$ cat config.mk
export PLATFORM = sky130hd
export DESIGN_NAME = rm2q_sqrt
export DESIGN_NICKNAME = d
export VERILOG_FILES = /design/src/rtl/rm2q_pkg.sv /design/src/rtl/rm2q_sqrt.sv
export SDC_FILE = /design/constraint.sdc
export NUM_CORES = 2
export LEC_CHECK = 0
export ABC_AREA = 1
export ABC_CLOCK_PERIOD_IN_PS = 5300
export BUFFER_PORTS_ARGS = -buffer_cell sky130_fd_sc_hd__buf_2
export CORE_MARGIN = 2
export CORE_UTILIZATION = 60
export DETAILED_ROUTE_END_ITERATION = 8
export MAX_ROUTING_LAYER = met4
export PLACE_DENSITY = 0.77
export SLEW_MARGIN = 40
export SYNTH_ARGS = -nofsm -noshare
export SYNTH_HDL_FRONTEND = slang
export SYNTH_SLANG_ARGS = --single-unit
$ cat constraint.sdc
create_clock -name i_clk -period 5.3 [get_ports i_clk]
set_input_delay 1.06 -clock i_clk [delete_from_list [all_inputs] [get_ports i_clk]]
set_output_delay 1.06 -clock i_clk [all_outputs]
set_load 0.05 [all_outputs]
$ cat src/rtl/rm2q_pkg.sv
// ----------------------------------------------------------------------------
// rm2q_pkg
// Types and constants shared by the rotation matrix to quaternion converter.
// ----------------------------------------------------------------------------
package rm2q_pkg;

    localparam int ElemW  = 16;
    localparam int QuatW  = 20;
    localparam int ArgW   = 19;   // radicand, 0 .. 4096 + 3*32768
    localparam int RadW   = ArgW + 21;  // A * 2^20 padded to an even width
    localparam int RootW  = 20;   // sqrt of RadW bits
    localparam int DiffW  = 17;   // sum/difference of two entries
    localparam int NumW   = DiffW + 19;
    localparam int QuoW   = NumW - 16;  // root >= 2^16 when nonzero

    localparam int SqrtSteps = RootW;   // one result bit per stage
    localparam int DivSteps  = QuoW;    // one quotient bit per stage

    typedef enum logic [1:0] {
        CASE_TRACE = 2'd0,
        CASE_ROW0  = 2'd1,
        CASE_ROW1  = 2'd2,
        CASE_ROW2  = 2'd3
    } t_case;

    typedef struct packed {
        logic signed [ElemW-1:0] r0c0, r0c1, r0c2;
        logic signed [ElemW-1:0] r1c0, r1c1, r1c2;
        logic signed [ElemW-1:0] r2c0, r2c1, r2c2;
    } t_matrix;

    typedef struct packed {
        logic signed [QuatW-1:0] w, x, y, z;
        logic [1:0]              case_taken;
    } t_quat;

    // three numerators to be divided plus the case select, carried through the pipe
    typedef struct packed {
        t_case                   sel;
        logic signed [DiffW-1:0] d0, d1, d2;
    } t_front;

    function automatic logic signed [QuatW-1:0] sat_quo(
        input logic neg, input logic [QuoW-1:0] q);
        logic signed [QuoW:0] v;
        v = neg ? -$signed({1'b0, q}) : $signed({1'b0, q});
        if (v > $signed((QuoW+1)'(524287)))
            return QuatW'(524287);
        else if (v < -$signed((QuoW+1)'(524288)))
            return -(QuatW'(524288));
        return v[QuatW-1:0];
    endfunction

endpackage

$ cat src/rtl/rm2q_sqrt.sv
// ----------------------------------------------------------------------------
// rm2q_sqrt
// Pipelined restoring square root, one root bit per stage.
// ----------------------------------------------------------------------------
module rm2q_sqrt (
    input  logic                              i_clk,
    input  logic                              i_rst_n,
    input  logic                              i_en,
    input  logic                              i_valid,
    input  logic [rm2q_pkg::ArgW-1:0]         i_arg,
    input  rm2q_pkg::t_front                  i_front,
    output logic                              o_valid,
    output logic [rm2q_pkg::RootW-1:0]        o_root,
    output rm2q_pkg::t_front                  o_front
);
    localparam int N  = rm2q_pkg::SqrtSteps;
    localparam int RW = rm2q_pkg::RadW;
    localparam int QW = rm2q_pkg::RootW;
    localparam int PW = QW + 2;

    logic                    r_v   [N];
    logic [RW-1:0]           r_rad [N];
    logic [PW-1:0]           r_rem [N];
    logic [QW-1:0]           r_q   [N];
    rm2q_pkg::t_front        r_f   [N];

    logic [RW-1:0]           w_rad [N];
    logic [PW-1:0]           w_rem [N];
    logic [QW-1:0]           w_q   [N];

    // stage k consumes the next two radicand bits (MSB first)
    always_comb begin
        for (int k = 0; k < N; k++) begin
            logic [RW-1:0] rad_in;
            logic [PW-1:0] rem_in, trial, rem_sh;
            logic [QW-1:0] q_in;
            rad_in = (k == 0) ? {1'b0, i_arg, 20'd0} : r_rad[k-1];
            rem_in = (k == 0) ? '0 : r_rem[k-1];
            q_in   = (k == 0) ? '0 : r_q[k-1];
            rem_sh = {rem_in[PW-3:0], rad_in[RW-1 -: 2]};
            trial  = PW'({q_in, 2'b01});
            w_rad[k] = {rad_in[RW-3:0], 2'b00};
            if (rem_sh >= trial) begin
                w_rem[k] = rem_sh - trial;
                w_q[k]   = {q_in[QW-2:0], 1'b1};
            end else begin
                w_rem[k] = rem_sh;
                w_q[k]   = {q_in[QW-2:0], 1'b0};
            end
        end
    end

    always_ff @(posedge i_clk) begin
        for (int k = 0; k < N; k++) begin
            if (!i_rst_n)
                r_v[k] <= 1'b0;
            else if (i_en)
                r_v[k] <= (k == 0) ? i_valid : r_v[k-1];
            if (i_en) begin
                r_rad[k] <= w_rad[k];
                r_rem[k] <= w_rem[k];
                r_q[k]   <= w_q[k];
                r_f[k]   <= (k == 0) ? i_front : r_f[k-1];
            end
        end
    end

    assign o_valid = r_v[N-1];
    assign o_root  = r_q[N-1];
    assign o_front = r_f[N-1];
endmodule

After elaboration in Yosys (flattened, before gate mapping):

Memory sizes are Yosys's and may differ from the RTL's.
Cells that the tools add are included.

* register bits after elaboration: 0
* output and inout bits: 74
* memories kept: 5
* input bits: 76
* logic and storage cells: 130
* memory bits (writable): 2680

Memories
* r_f: words 20, bits a word 53, read ports 20, clocked after Yosys merged registers in 0, write ports 20, line rm2q_sqrt.sv:25 `rm2q_pkg::t_front r_f [N];`
* r_rad: words 20, bits a word 38, read ports 19, clocked after Yosys merged registers in 0, write ports 20, line rm2q_sqrt.sv:22 `logic [RW-1:0] r_rad [N];`
* r_rem: words 20, bits a word 22, read ports 19, clocked after Yosys merged registers in 0, write ports 20, line rm2q_sqrt.sv:23 `logic [PW-1:0] r_rem [N];`
* r_q: words 20, bits a word 20, read ports 20, clocked after Yosys merged registers in 0, write ports 20, line rm2q_sqrt.sv:24 `logic [QW-1:0] r_q [N];`
* r_v: words 20, bits a word 1, read ports 20, clocked after Yosys merged registers in 0, write ports 20, line rm2q_sqrt.sv:21 `logic r_v [N];`

* muxes and demuxes: 65
* bitwise gates (word level): 20
* $add $sub $neg: 20
* $lt $le $gt $ge: 20

Operator list (number)
* two-way mux 22 bit: 20
* greater-or-equal comparator 22 bit: 19
* subtractor 22 bit: 19
* two-way mux 1 bit: 45
* OR 1 bit: 20
* subtractor 1 x 1 -> 2 bit, second input constant: 1
* greater-or-equal comparator 1 bit, second input constant: 1

Logic depth before layout (Yosys ltp):

* depth in word-level cells: 4
* mapped depth: 14
* depth with buffers taken out: 14

Worst setup path before layout:

Ideal clock, no wire load.

* path kind: register to register
* start point: memory r_q[3][20] (netlist bit)
* end point: memory r_rem[14][14] (netlist bit), data pin
* library setup time: 0.257 ns
* required time: 5.043 ns
* setup slack: 3.141 ns
* clock period less this slack: 2.159 ns
* buffers on the path: 2
* arrival: 1.903 ns
* stages on the path, launching flop included: 11
* cells stage by stage: edfxtp_1 inv_1 ha_1 inv_1 fa_1 o21ai_1 nand3_1 nand3_1 buf_4 buf_4 a21oi_1

RTL lines (line)
* start: declaration: rm2q_sqrt.sv:24
* end: declaration: rm2q_sqrt.sv:23

==> flow_metrics.env <==
export IMPL_drive_above_1_share_pct=8.62
export IMPL_pin_count=150
export IMPL_slowest_delay_ps=480
export IMPL_area_growth_pct=10.8
export IMPL_rows=126
export IMPL_wl_per_cell_um=16.8
export IMPL_synth_main_ff_cell="edfxtp_1"
export IMPL_drt_pass1_iter_count=8
export IMPL_insertion_delay_ps=780
export IMPL_post_route_min_period_ps=2940
export IMPL_antenna_found_initial=1
export IMPL_power_leakage_uw=0.0313
export IMPL_critPathTopFamily="compound AO/OA/AOI/OAI gates"
export IMPL_power_switching_uw=8020
export IMPL_fill_cells=8382
export IMPL_cts_clk_slew_worst_paths_ps=60
export IMPL_ant_nets=0
export IMPL_die_area_um2=121000
export IMPL_io_buffers=149
export IMPL_fin_skew_ps=44.5
export IMPL_fin_crit_sh_pct=55.5
export IMPL_layout_common_cells="edfxtp_1, nand2_1, inv_1"
export IMPL_postSynthCellCount=5517
export IMPL_cts_tree="yes"
export IMPL_async_flop_share_pct=0
export IMPL_timing_slew_headroom_pct=47.4
export IMPL_tns_ps=0
export IMPL_dr_total_vias=38800
export IMPL_clk_path_buf_depth=3
export IMPL_dp_hpwl_um=84400
export IMPL_place_inst=7121
export IMPL_setup_viol=0
export IMPL_hold_path_class="flop to flop"
export IMPL_die_width_um=348
export IMPL_syn_area_per_cell_um2=12.9
export IMPL_root_buffer="clkbuf_16"
export IMPL_wirelength_um=124000
export IMPL_cap_viol_max_count=0
export IMPL_core_area_um2=118000
export IMPL_grt_pass1_vias=37800
export IMPL_peakVddDrop_mv=0.401
export IMPL_clkPwrFrac_pct=35.5
export IMPL_cts_buffers=165
export IMPL_synth_top_area_share_pct=72.9
export IMPL_crit_top_cell="inv_1"
export IMPL_yosysSeqAreaShare_pct=72.9
export IMPL_tightestPinTransition_ps=788
export IMPL_cp_start_kind="flop"
export IMPL_synth_edff_count=1721
export IMPL_cts_resized=0
export IMPL_cp_data_arrival_time_ps=3450
export IMPL_drc=0
export IMPL_p_sw_share_pct=25.0
export IMPL_status="completed"
export IMPL_path_max_fanout=21
export IMPL_path_cells="inv_1, ha_1, inv_1, fa_1, o21ai_1, nand2_1, nand3_2, inv_2, a21oi_1"
export IMPL_drt_iter0_drc=2980
export IMPL_cp_required_ps=5810
export IMPL_final_cells=7419
export IMPL_routabilityCongestion=0.938
export IMPL_initial_utilization_pct=60.3
export IMPL_h_tree_depth=4
export IMPL_final_nets=6047
export IMPL_synthTopCellsByArea="edfxtp_1, nand2_1, ha_1"
export IMPL_critical_path_class="flop to flop"
export IMPL_p_int_uw=24000
export IMPL_diodes=0
export IMPL_cp_num_buf_inv=3
export IMPL_power_density_nw_per_um2=408
export IMPL_viasPerCell=5.24
export IMPL_cts_setup_buffers=0
export IMPL_grt_max_degree=145
export IMPL_grt_total_usage_pct=21.5
export IMPL_fmax_mhz=340
export IMPL_layout_commonest_cell="edfxtp_1"
export IMPL_yosys_warnings=0
export IMPL_clock_sinks=1722
export IMPL_ys_types=53
export IMPL_p_seq_share_pct=52.7
export IMPL_syn_nets=5812
export IMPL_cts_hold_fix_buffers=0
export IMPL_overflow=0
export IMPL_rsz0062_at_grt="false"
export IMPL_report_final_slew_viol_count=0
export IMPL_critical_path_slowest_cell="a21oi_1"
export IMPL_die_h_um=348
export IMPL_synth_area_um2=70900
export IMPL_grt_pass1_wl_um=198000
export IMPL_end_kind="flop"
export IMPL_yosysTopAreaCell="edfxtp_1"
export IMPL_ys_ff_latch=1722
export IMPL_pwr_share_comb_pct=11.8
export IMPL_hold_viol_final=0
[registers in the layout, summed over array words and instances (netlist names)]
signal / flops
r_rad: 90
r_q: 210
r_rem: 342
r_f: 1060
r_v: 20
[worst register-to-register path: cells and delay by family (launching register included)]
family / cells / cell delay (ps)
compound gates: 2 / 790
buf+inv: 3 / 380
simple gates: 2 / 470
fa+ha+maj: 2 / 630
flops: 1 / 390
[cells by family after synthesis]
| kind of cell | count (synthesis) | share of synthesized area (%) |
|---|---|---|
| other | 1 | 0.00529 |
| DFF | 1722 | 72.9 |
| and+or+nand+nor | 2186 | 13.2 |
| buffers and inverters | 819 | 4.94 |
| adders and majority gates | 219 | 3.96 |
| AOI/OAI and AO/OA | 421 | 3.19 |
| xor gates and xnor gates | 149 | 1.84 |
[through the flow]
step	total power, µW	hold slack (ps)	utilization (%)	worst slack, ps	area, µm²
global placement	20800	400	62.2	2360	73200
finish	32000	385	66.8	2360	78600
global route	33500	386	66.8	2030	78600
CTS	32400	382	66.8	2500	78600
floorplan	19600	400	-	3140	70900
detailed placement	20900	405	62.3	2160	73200
[synthesized netlist by cell type (13+ instances only)]
library cell and instances:
inv_1 689, xnor2_1 68, xor2_1 81, ha_1 210, nor2_1 412, nand3_2 18, o21ai_1 36, o21ai_0 129
nor3_1 44, and2_1 13, nand2_1 1246, buf_2 15, nand4_1 54, edfxtp_1 1721, nand3b_1 55, o21bai_1 14
inv_2 15, nand3_1 292, buf_4 84, a21oi_1 212
[worst paths after layout]
check / cells after the start / from / to / slack, ps
min reg2reg: 0 / r_rad[1][34] / r_rad[2][36] / 380
max: 9 / r_q[2][60] / r_rem[12][15] / 2360
min: 0 / r_rad[1][34] / r_rad[2][36] / 380
max reg2reg: 9 / r_q[2][60] / r_rem[12][15] / 2360
[metal layers]
layer / track usage (%) / part of all wire, % / up-vias
met4: 5.88 / 2.1 / 0
met1: 29.5 / 46 / 18300
met5: - / 0 / -
met3: 3.78 / 5.2 / 205
met2: 33.6 / 47 / 952
li1: - / - / 19400
[final cells by class]
type | count | area (µm²) | share of cell area (%)
tap | 1536 | 1920 | 2.45
timing repair buffer | 183 | 1250 | 1.59
clock buffer | 190 | 4240 | 5.40
multi-input combinational | 2976 | 15700 | 20.0
sequential | 1722 | 51700 | 65.8
inverter | 704 | 2640 | 3.36
clock inverter | 108 | 1070 | 1.36
[power by group through the flow]
stage                     clock (µW)  sequential, µW  combinational, µW
after floorplan                    0           16900               2710
after global placement             0           17100               3670
after detailed placement           0           17200               3730
after CTS                      11700           16900               3750
after global routing           12200           17000               4290
final                          11400           16900               3770
(Power assumes the default switching activity.)
