===== config.mk =====
export PLATFORM = sky130hd
export DESIGN_NAME = rm2q_front
export DESIGN_NICKNAME = d
export VERILOG_FILES = /design/src/rtl/rm2q_pkg.sv /design/src/rtl/rm2q_front.sv
export SDC_FILE = /design/constraint.sdc
export NUM_CORES = 1
export LEC_CHECK = 0
export BUFFER_PORTS_ARGS = -buffer_cell sky130_fd_sc_hd__buf_4
export CAP_MARGIN = 20
export CORE_ASPECT_RATIO = 0.5
export CORE_MARGIN = 4
export CORE_UTILIZATION = 35
export DETAILED_ROUTE_END_ITERATION = 7
export HOLD_SLACK_MARGIN = 0.02
export PLACE_DENSITY = 0.55
export SYNTH_ARGS = -nofsm -noshare
export SYNTH_HDL_FRONTEND = slang
export SYNTH_SLANG_ARGS = --single-unit

===== constraint.sdc =====
create_clock -name i_clk -period 8.3 [get_ports i_clk]
set_clock_uncertainty 0.15 [all_clocks]
set_input_delay 1.66 -clock i_clk [delete_from_list [all_inputs] [get_ports i_clk]]
set_output_delay 1.66 -clock i_clk [all_outputs]
set_load 0.1 [all_outputs]

===== src/rtl/rm2q_pkg.sv =====
// ----------------------------------------------------------------------------
// rm2q_pkg
// Types and constants shared by the rotation matrix to quaternion converter.
// ----------------------------------------------------------------------------
package rm2q_pkg;

    localparam int ElemW  = 16;
    localparam int QuatW  = 20;
    localparam int ArgW   = 19;   // radicand, 0 .. 4096 + 3*32768
    localparam int RadW   = ArgW + 21;  // A * 2^20 padded to an even width
    localparam int RootW  = 20;   // sqrt of RadW bits
    localparam int DiffW  = 17;   // sum/difference of two entries
    localparam int NumW   = DiffW + 19;
    localparam int QuoW   = NumW - 16;  // root >= 2^16 when nonzero

    localparam int SqrtSteps = RootW;   // one result bit per stage
    localparam int DivSteps  = QuoW;    // one quotient bit per stage

    typedef enum logic [1:0] {
        CASE_TRACE = 2'd0,
        CASE_ROW0  = 2'd1,
        CASE_ROW1  = 2'd2,
        CASE_ROW2  = 2'd3
    } t_case;

    typedef struct packed {
        logic signed [ElemW-1:0] r0c0, r0c1, r0c2;
        logic signed [ElemW-1:0] r1c0, r1c1, r1c2;
        logic signed [ElemW-1:0] r2c0, r2c1, r2c2;
    } t_matrix;

    typedef struct packed {
        logic signed [QuatW-1:0] w, x, y, z;
        logic [1:0]              case_taken;
    } t_quat;

    // three numerators to be divided plus the case select, carried through the pipe
    typedef struct packed {
        t_case                   sel;
        logic signed [DiffW-1:0] d0, d1, d2;
    } t_front;

    function automatic logic signed [QuatW-1:0] sat_quo(
        input logic neg, input logic [QuoW-1:0] q);
        logic signed [QuoW:0] v;
        v = neg ? -$signed({1'b0, q}) : $signed({1'b0, q});
        if (v > $signed((QuoW+1)'(524287)))
            return QuatW'(524287);
        else if (v < -$signed((QuoW+1)'(524288)))
            return -(QuatW'(524288));
        return v[QuatW-1:0];
    endfunction

endpackage


===== src/rtl/rm2q_front.sv =====
// ----------------------------------------------------------------------------
// rm2q_front
// Case select, radicand and off-diagonal sums. Two register stages.
// ----------------------------------------------------------------------------
module rm2q_front (
    input  logic                              i_clk,
    input  logic                              i_rst_n,
    input  logic                              i_en,
    input  logic                              i_valid,
    input  rm2q_pkg::t_matrix                 i_m,
    output logic                              o_valid,
    output logic [rm2q_pkg::ArgW-1:0]         o_arg,
    output rm2q_pkg::t_front                  o_front
);
    localparam int AW = rm2q_pkg::ArgW;
    localparam int DW = rm2q_pkg::DiffW;

    logic                    r_v1, r_v2;
    logic signed [AW+1:0]    r_tr;
    rm2q_pkg::t_matrix       r_m;
    logic                    r_g0, r_g1;
    logic [AW-1:0]           r_arg;
    rm2q_pkg::t_front        r_front;

    logic signed [AW+1:0]    n_tr;
    logic signed [AW+1:0]    w_a;
    rm2q_pkg::t_case         w_sel;
    logic signed [DW-1:0]    w_wx, w_wy, w_wz, w_pxy, w_pxz, w_pyz;

    assign n_tr = (AW+2)'(i_m.r0c0) + (AW+2)'(i_m.r1c1) + (AW+2)'(i_m.r2c2);

    always_comb begin
        w_wx  = DW'(r_m.r1c2) - DW'(r_m.r2c1);
        w_wy  = DW'(r_m.r2c0) - DW'(r_m.r0c2);
        w_wz  = DW'(r_m.r0c1) - DW'(r_m.r1c0);
        w_pxy = DW'(r_m.r1c0) + DW'(r_m.r0c1);
        w_pxz = DW'(r_m.r2c0) + DW'(r_m.r0c2);
        w_pyz = DW'(r_m.r2c1) + DW'(r_m.r1c2);
        if (r_tr > 0)     w_sel = rm2q_pkg::CASE_TRACE;
        else if (r_g0)    w_sel = rm2q_pkg::CASE_ROW0;
        else if (r_g1)    w_sel = rm2q_pkg::CASE_ROW1;
        else              w_sel = rm2q_pkg::CASE_ROW2;
        case (w_sel)
            rm2q_pkg::CASE_TRACE: w_a = r_tr;
            rm2q_pkg::CASE_ROW0:  w_a = ((AW+2)'(r_m.r0c0) <<< 1) - r_tr;
            rm2q_pkg::CASE_ROW1:  w_a = ((AW+2)'(r_m.r1c1) <<< 1) - r_tr;
            default:              w_a = ((AW+2)'(r_m.r2c2) <<< 1) - r_tr;
        endcase
        w_a = w_a + (AW+2)'(4096);
    end

    always_ff @(posedge i_clk) begin
        if (!i_rst_n) begin
            r_v1 <= 1'b0;
            r_v2 <= 1'b0;
        end else if (i_en) begin
            r_v1 <= i_valid;
            r_v2 <= r_v1;
        end
        if (i_en) begin
            r_m   <= i_m;
            r_tr  <= n_tr;
            r_g0  <= (i_m.r0c0 > i_m.r1c1) && (i_m.r0c0 > i_m.r2c2);
            r_g1  <= i_m.r1c1 > i_m.r2c2;
            r_arg <= (w_a < 0) ? '0 : w_a[AW-1:0];
            r_front.sel <= w_sel;
            case (w_sel)
                rm2q_pkg::CASE_TRACE: begin
                    r_front.d0 <= w_wx;  r_front.d1 <= w_wy;  r_front.d2 <= w_wz;
                end
                rm2q_pkg::CASE_ROW0: begin
                    r_front.d0 <= w_wx;  r_front.d1 <= w_pxy; r_front.d2 <= w_pxz;
                end
                rm2q_pkg::CASE_ROW1: begin
                    r_front.d0 <= w_wy;  r_front.d1 <= w_pxy; r_front.d2 <= w_pyz;
                end
                default: begin
                    r_front.d0 <= w_wz;  r_front.d1 <= w_pxz; r_front.d2 <= w_pyz;
                end
            endcase
        end
    end

    assign o_valid = r_v2;
    assign o_arg   = r_arg;
    assign o_front = r_front;
endmodule


### After elaboration in Yosys (flattened, before gate mapping)

Cells that the tools add are included.

| word-level totals | value |
|---|---|
| flip-flop bits (word level) | 238 |

| cells by class | value |
|---|---|
| add/sub/neg operators | 12 |
| $lt $le $gt $ge | 5 |
| equality and inequality tests | 2 |
| muxes and demuxes | 5 |
| reductions and logical operators | 2 |

Operator list:

| cell | number |
|---|---|
| case mux 51 bit (3 select lines) | 1 |
| adder 16 x 16 -> 17 bit | 4 |
| case mux 21 bit (3 select lines) | 1 |
| subtractor 17 x 18 -> 19 bit | 3 |
| subtractor 16 x 16 -> 17 bit | 3 |
| > comparator 16 bit | 3 |
| adder 21 x 14 -> 21 bit, second input constant | 1 |
| < comparator 21 x 1 -> 1 bit, second input constant | 1 |
| adder 17 x 16 -> 18 bit | 1 |
| > comparator 18 x 1 -> 1 bit, second input constant | 1 |
| 2-to-1 mux 2 bit | 2 |
| == test 2 x 1 -> 1 bit, second input constant | 1 |
| == test 2 bit, second input constant | 1 |
| zero test 2 bit | 1 |
| logical AND 1 bit | 1 |
| 2-to-1 mux 1 bit | 1 |

### Logic depth before layout (Yosys ltp)

| depth | value |
|---|---|
| depth after elaboration | 7 |
| depth in mapped cells | 23 |
| mapped depth without buffers | 20 |

### Least setup slack after synthesis

No wires, ideal clock.

| timing path | value |
|---|---|
| path kind | register to register |
| start | reg r_tr[9] |
| end | reg r_arg[16], in the netlist o_arg[16] (data pin) |
| setup time | 272 ps |
| arrival time | 4,669 ps |
| path slack | 3,208 ps |
| stages on the path, launching flop included | 23 |
| buffers on the path | 2 |
| cells stage by stage | edfxtp_1 -> nor4_1 -> nand2_1 -> nor4_1 -> a41oi_1 -> or2_2 -> inv_1 -> ha_1 -> clkbuf_1 -> clkbuf_1 -> a22oi_1 -> a21oi_1 -> inv_1 -> fa_1 -> nand2b_1 -> a21oi_1 -> o211ai_1 -> a21o_1 -> a221oi_1 -> ha_1 -> or3b_1 -> xnor2_1 -> nor2_1 |

| between the ends | value |
|---|---|
| longest elaborated chain between the ends | 6 |

Ends and longest elaborated chain:

| element | RTL line | source |
|---|---|---|
| from (decl) | rm2q_front.sv:19 | `logic signed [AW+1:0] r_tr;` |
| from (signal assigned) | rm2q_front.sv:62 | `r_tr <= n_tr;` |
| > comparator 18 x 1 -> 1 bit (*) | rm2q_front.sv:39 | `if (r_tr > 0) w_sel = rm2q_pkg::CASE_TRACE;` |
| 2-to-1 mux 2 bit (*) | rm2q_front.sv:39 |  |
| via w_sel[1] | rm2q_front.sv:27 | `rm2q_pkg::t_case w_sel;` |
| == test 2 bit (tied with other cells) | rm2q_front.sv:43 | `case (w_sel)` |
| case mux 21 bit (3 select lines) (*) | rm2q_front.sv:43 |  |
| adder 21 x 14 -> 21 bit (*) | rm2q_front.sv:49 | `w_a = w_a + (AW+2)'(4096);` |
| < comparator 21 x 1 -> 1 bit | rm2q_front.sv:65 | `r_arg <= (w_a < 0) ? '0 : w_a[AW-1:0];` |
| to (signal assigned) | rm2q_front.sv:65 |  |
| to (decl) | rm2q_front.sv:22 | `logic [AW-1:0] r_arg;` |

The timed path passes the listed nets; every way through them passes the cells marked *.
A chain may end at the register's enable or synchronous reset.

### Worst setup path in the final report

| timing path | value |
|---|---|
| start | reg r_tr[9] |
| end | reg r_arg[2], in the netlist o_arg[2] (data pin) |

The elaborated chain is that of the path after synthesis.

==> flow_summary_export.csv <==
group,metric,value,unit
setup_path,cp_top_family,"compound AO/OA/AOI/OAI gates",
run,cap_violations,0,
hold_path,holdCritPathClass,"flip-flop to flip-flop",
global_route,antenna_found_initial,0,
setup_path,arrival,6.42,ns
layout,layout.nets,2108,
floorplan,io_pins,221,
hold_path,hold_end,"r_v1",
clocking,htree_levels,1,
layout,fin_cells,2395,
synth,syn_nets,1910,
timing,finalCritPeriodShare,76.1,%
clocking,cts_resized,0,
drt,firstDrtPassIters,5,
floorplan,die_area,0.0504,mm2
setup_path,worstReg2RegStart,"r_tr[9]",
drt,drt-total-wl,46300,um
placement,port_buffers,220,
clocking,insertion_delay,0.55,ns
floorplan,start_util,35.8,%
placement,place_inst,2355,
timing,tightest_slew,1.01,ns
power,p_leak,0.00814,uW
layout,num_antenna_cells,0,
global_route,grt-ovfl-total,0,
global_route,grt_pass1_wl,70800,um
synth,synthTopCellsByArea,"edfxtp_1 43%, ha_1 14%, a21oi_1 4.3%",
setup_path,cp.depth,19,
synth,yosysSeqAreaShare,43.6,%
layout,drive_above_1_share,16.6,%
layout,fin_util,42.5,%
layout,layout_common_cells,"236 x edfxtp_1, 224 x buf_4, 180 x ha_1, 162 x inv_1",
synth,netlist_area,0.0163,mm2
floorplan,die_h,161,um
setup_path,reg2reg_slack,1.99,ns
timing,setup_ws,1.99,ns
clocking,cts_setup_buffers,0,
placement,routabilityCongestion,0.906,
clocking,clock_tree.buffer_depth,3,
timing,setup_viol,0,
drt,via_per_inst,5.16,
floorplan,core,0.0457,mm2
timing,hold_viol,0,
timing,rsz0062_at_grt,"no",
drt,dr.first_iter.drc_count,1094,
synth,synth.top_cell.area_share,43.4,%
timing,max-slew-margin-rel,32.1,%
synth,synth_top_flop_cell,"edfxtp_1",
floorplan,rows,55,
setup_path,cp-start-kind,"flip-flop",
power,peakVddDrop,0.138,mV
synth,syn_inst,1556,
timing,fin_tns_setup,0,ns
synth,synth_cell_types,78,
synth,synth-edff-count,236,
clocking,path_clk_slew,0.06,ns
setup_path,cp.required,8.41,ns
clocking,numCtsBuffers,24,
setup_path,crit_path_cell_trace,"nor4_1 -> nand2_1 -> nor4_1 -> a41oi_1 -> a21o_1 -> inv_1 -> ha_1 -> a22oi_1 -> a21oi_1 -> inv_1 -> fa_1 -> nand2b_1 -> a21oi_1 -> o211ai_1 -> a2111oi_0 -> a221oi_1 -> ha_1 -> a21boi_2 -> nor3_1",
synth,ys_ff_latch,238,
hold_path,hold_depth,2,
timing,fin_crit,6.31,ns
setup_path,critical_path_buf_inv_count,2,
synth,synthArstFlopShare,0,%
setup_path,r2r_end,"o_arg[2]",
timing,drv_slew,0,
drt,drcViolationCount,0,
status,status,"completed",
power,power.density,304,mW/mm2
drt,ant_nets,0,
setup_path,cp-end-kind,"flip-flop",
drt,route.detailed.wl_per_inst,19.3,um
clocking,cts_tree,"built",
clocking,cts_hold_buf,0,
setup_path,crit_fanout,22,
global_route,grt.total_usage,18.0,%
synth,ys_warn_count,0,
drt,num_vias,12400,
hold_path,hp-start,"r_v1",
synth,post_synth.cell_area_avg,10.5,um2
placement,preCtsSetupSlack,1.96,ns
layout,layout_commonest_cell,"edfxtp_1",
floorplan,die_w,314,um
clocking,cts_root_buf,"clkbuf_16",
setup_path,rr_worst_depth,19,
synth,yosysTopAreaCell,"edfxtp_1",
timing,fmax,158,MHz
global_route,grt_pass1_vias,12300,
placement,dp.final_hpwl,36700,um
setup_path,crit_type,"flip-flop to flip-flop",
clocking,numClockSinks,238,
setup_path,crit_path_top_delay_cell,"a21boi_2",
layout,syn2layout_area_growth,18.8,%
global_route,grt_start_max_net_pins,110,
setup_path,max_stage_delay,0.81,ns
## flip-flops by register name (all words and copies together), names as in the netlist
name and count:
o_arg 19, o_front 53, o_valid 1, r_g0 1, r_g1 1, r_m 144
r_tr 18, r_v1 1
## worst max path at each step
stage,startpoint,endpoint
global route,r_tr[9],o_arg[1]
CTS,r_tr[9],o_arg[2]
detailed placement,r_tr[9],o_arg[2]
floorplan,r_tr[9],o_arg[16]
finish,r_tr[9],o_arg[2]
global placement,r_tr[9],o_arg[3]
## area by class of cell
cell class,instances,area [um2]
Timing Repair Buffer,225,1700
Sequential cell,238,7130
Inverter,162,608
Clock inverter,14,181
Fill cell,4436,26300
Clock buffer,26,629
Multi-Input combinational cell,1103,8390
Tap cell,627,785
## synth_stat cells, types with 8 or more instances
cell type,number
a211oi_1,8
a21o_1,27
a21oi_1,139
a221oi_1,26
a22oi_1,27
a31oi_1,8
clkbuf_1,44
edfxtp_1,236
fa_1,24
ha_1,182
inv_1,162
nand2_1,51
nand2b_1,22
nand3_1,14
nand4_1,13
nor2_1,139
nor2b_1,28
nor3_1,34
nor3_2,10
o211ai_1,9
o21a_1,12
o21ai_0,59
o21bai_1,17
o31ai_1,10
or3_1,15
xnor2_1,74
xor2_1,23
## per-stage QoR
stage | instance area [um2] | total power, uW | hold WS (ns)
2_1_floorplan | 16300 | 4000 | 0.332
3_3_place_gp | 18600 | 4780 | 0.350
3_5_place_dp | 18600 | 4780 | 0.358
4_1_cts | 19400 | 5960 | 0.373
5_1_grt | 19400 | 6250 | 0.416
6_report | 19400 | 5900 | 0.369
## where the power goes
group	leakage, uW	switching [uW]	internal [uW]
Clock	0.000387	472	669
Sequential	0.00235	104	1610
Combinational	0.00540	2110	938
## worst register-to-register path, stage by stage (launching register included)
cell and delay [ns]:
edfxtp_1 0.41, nor4_1 0.42, nand2_1 0.10, nor4_1 0.21, a41oi_1 0.23, a21o_1 0.24, inv_1 0.11, ha_1 0.78
a22oi_1 0.16, a21oi_1 0.24, inv_1 0.07, fa_1 0.40, nand2b_1 0.19, a21oi_1 0.22, o211ai_1 0.26, a2111oi_0 0.43
a221oi_1 0.16, ha_1 0.30, a21boi_2 0.81, nor3_1 0.14
## cell families (layout without fill, tap and decap cells)
logic type / Yosys count / count (layout) / synth area share (%)
flops: 238 / 238 / 43.6
compound gates: 427 / 427 / 17.6
buf+inv: 215 / 427 / 5.06
fa+ha+maj: 206 / 206 / 16.9
simple gates: 367 / 367 / 11.3
mux: 6 / 6 / 0.375
xor+xnor: 97 / 97 / 5.20
## layer usage
| layer | vias to the layer above | wire length (um) | part of all wire [%] | global-route usage [%] |
|---|---|---|---|---|
| met3 | 56 | 2490 | 5.4 | 3.20 |
| met1 | 5901 | 20100 | 43 | 23.1 |
| met4 | 0 | 922 | 2.0 | 3.70 |
| met5 | - | 0 | 0 | 0 |
| li1 | 6082 | - | - | - |
| met2 | 328 | 22800 | 49 | 31.7 |
No activity file was read; power rests on OpenSTA's default activity.
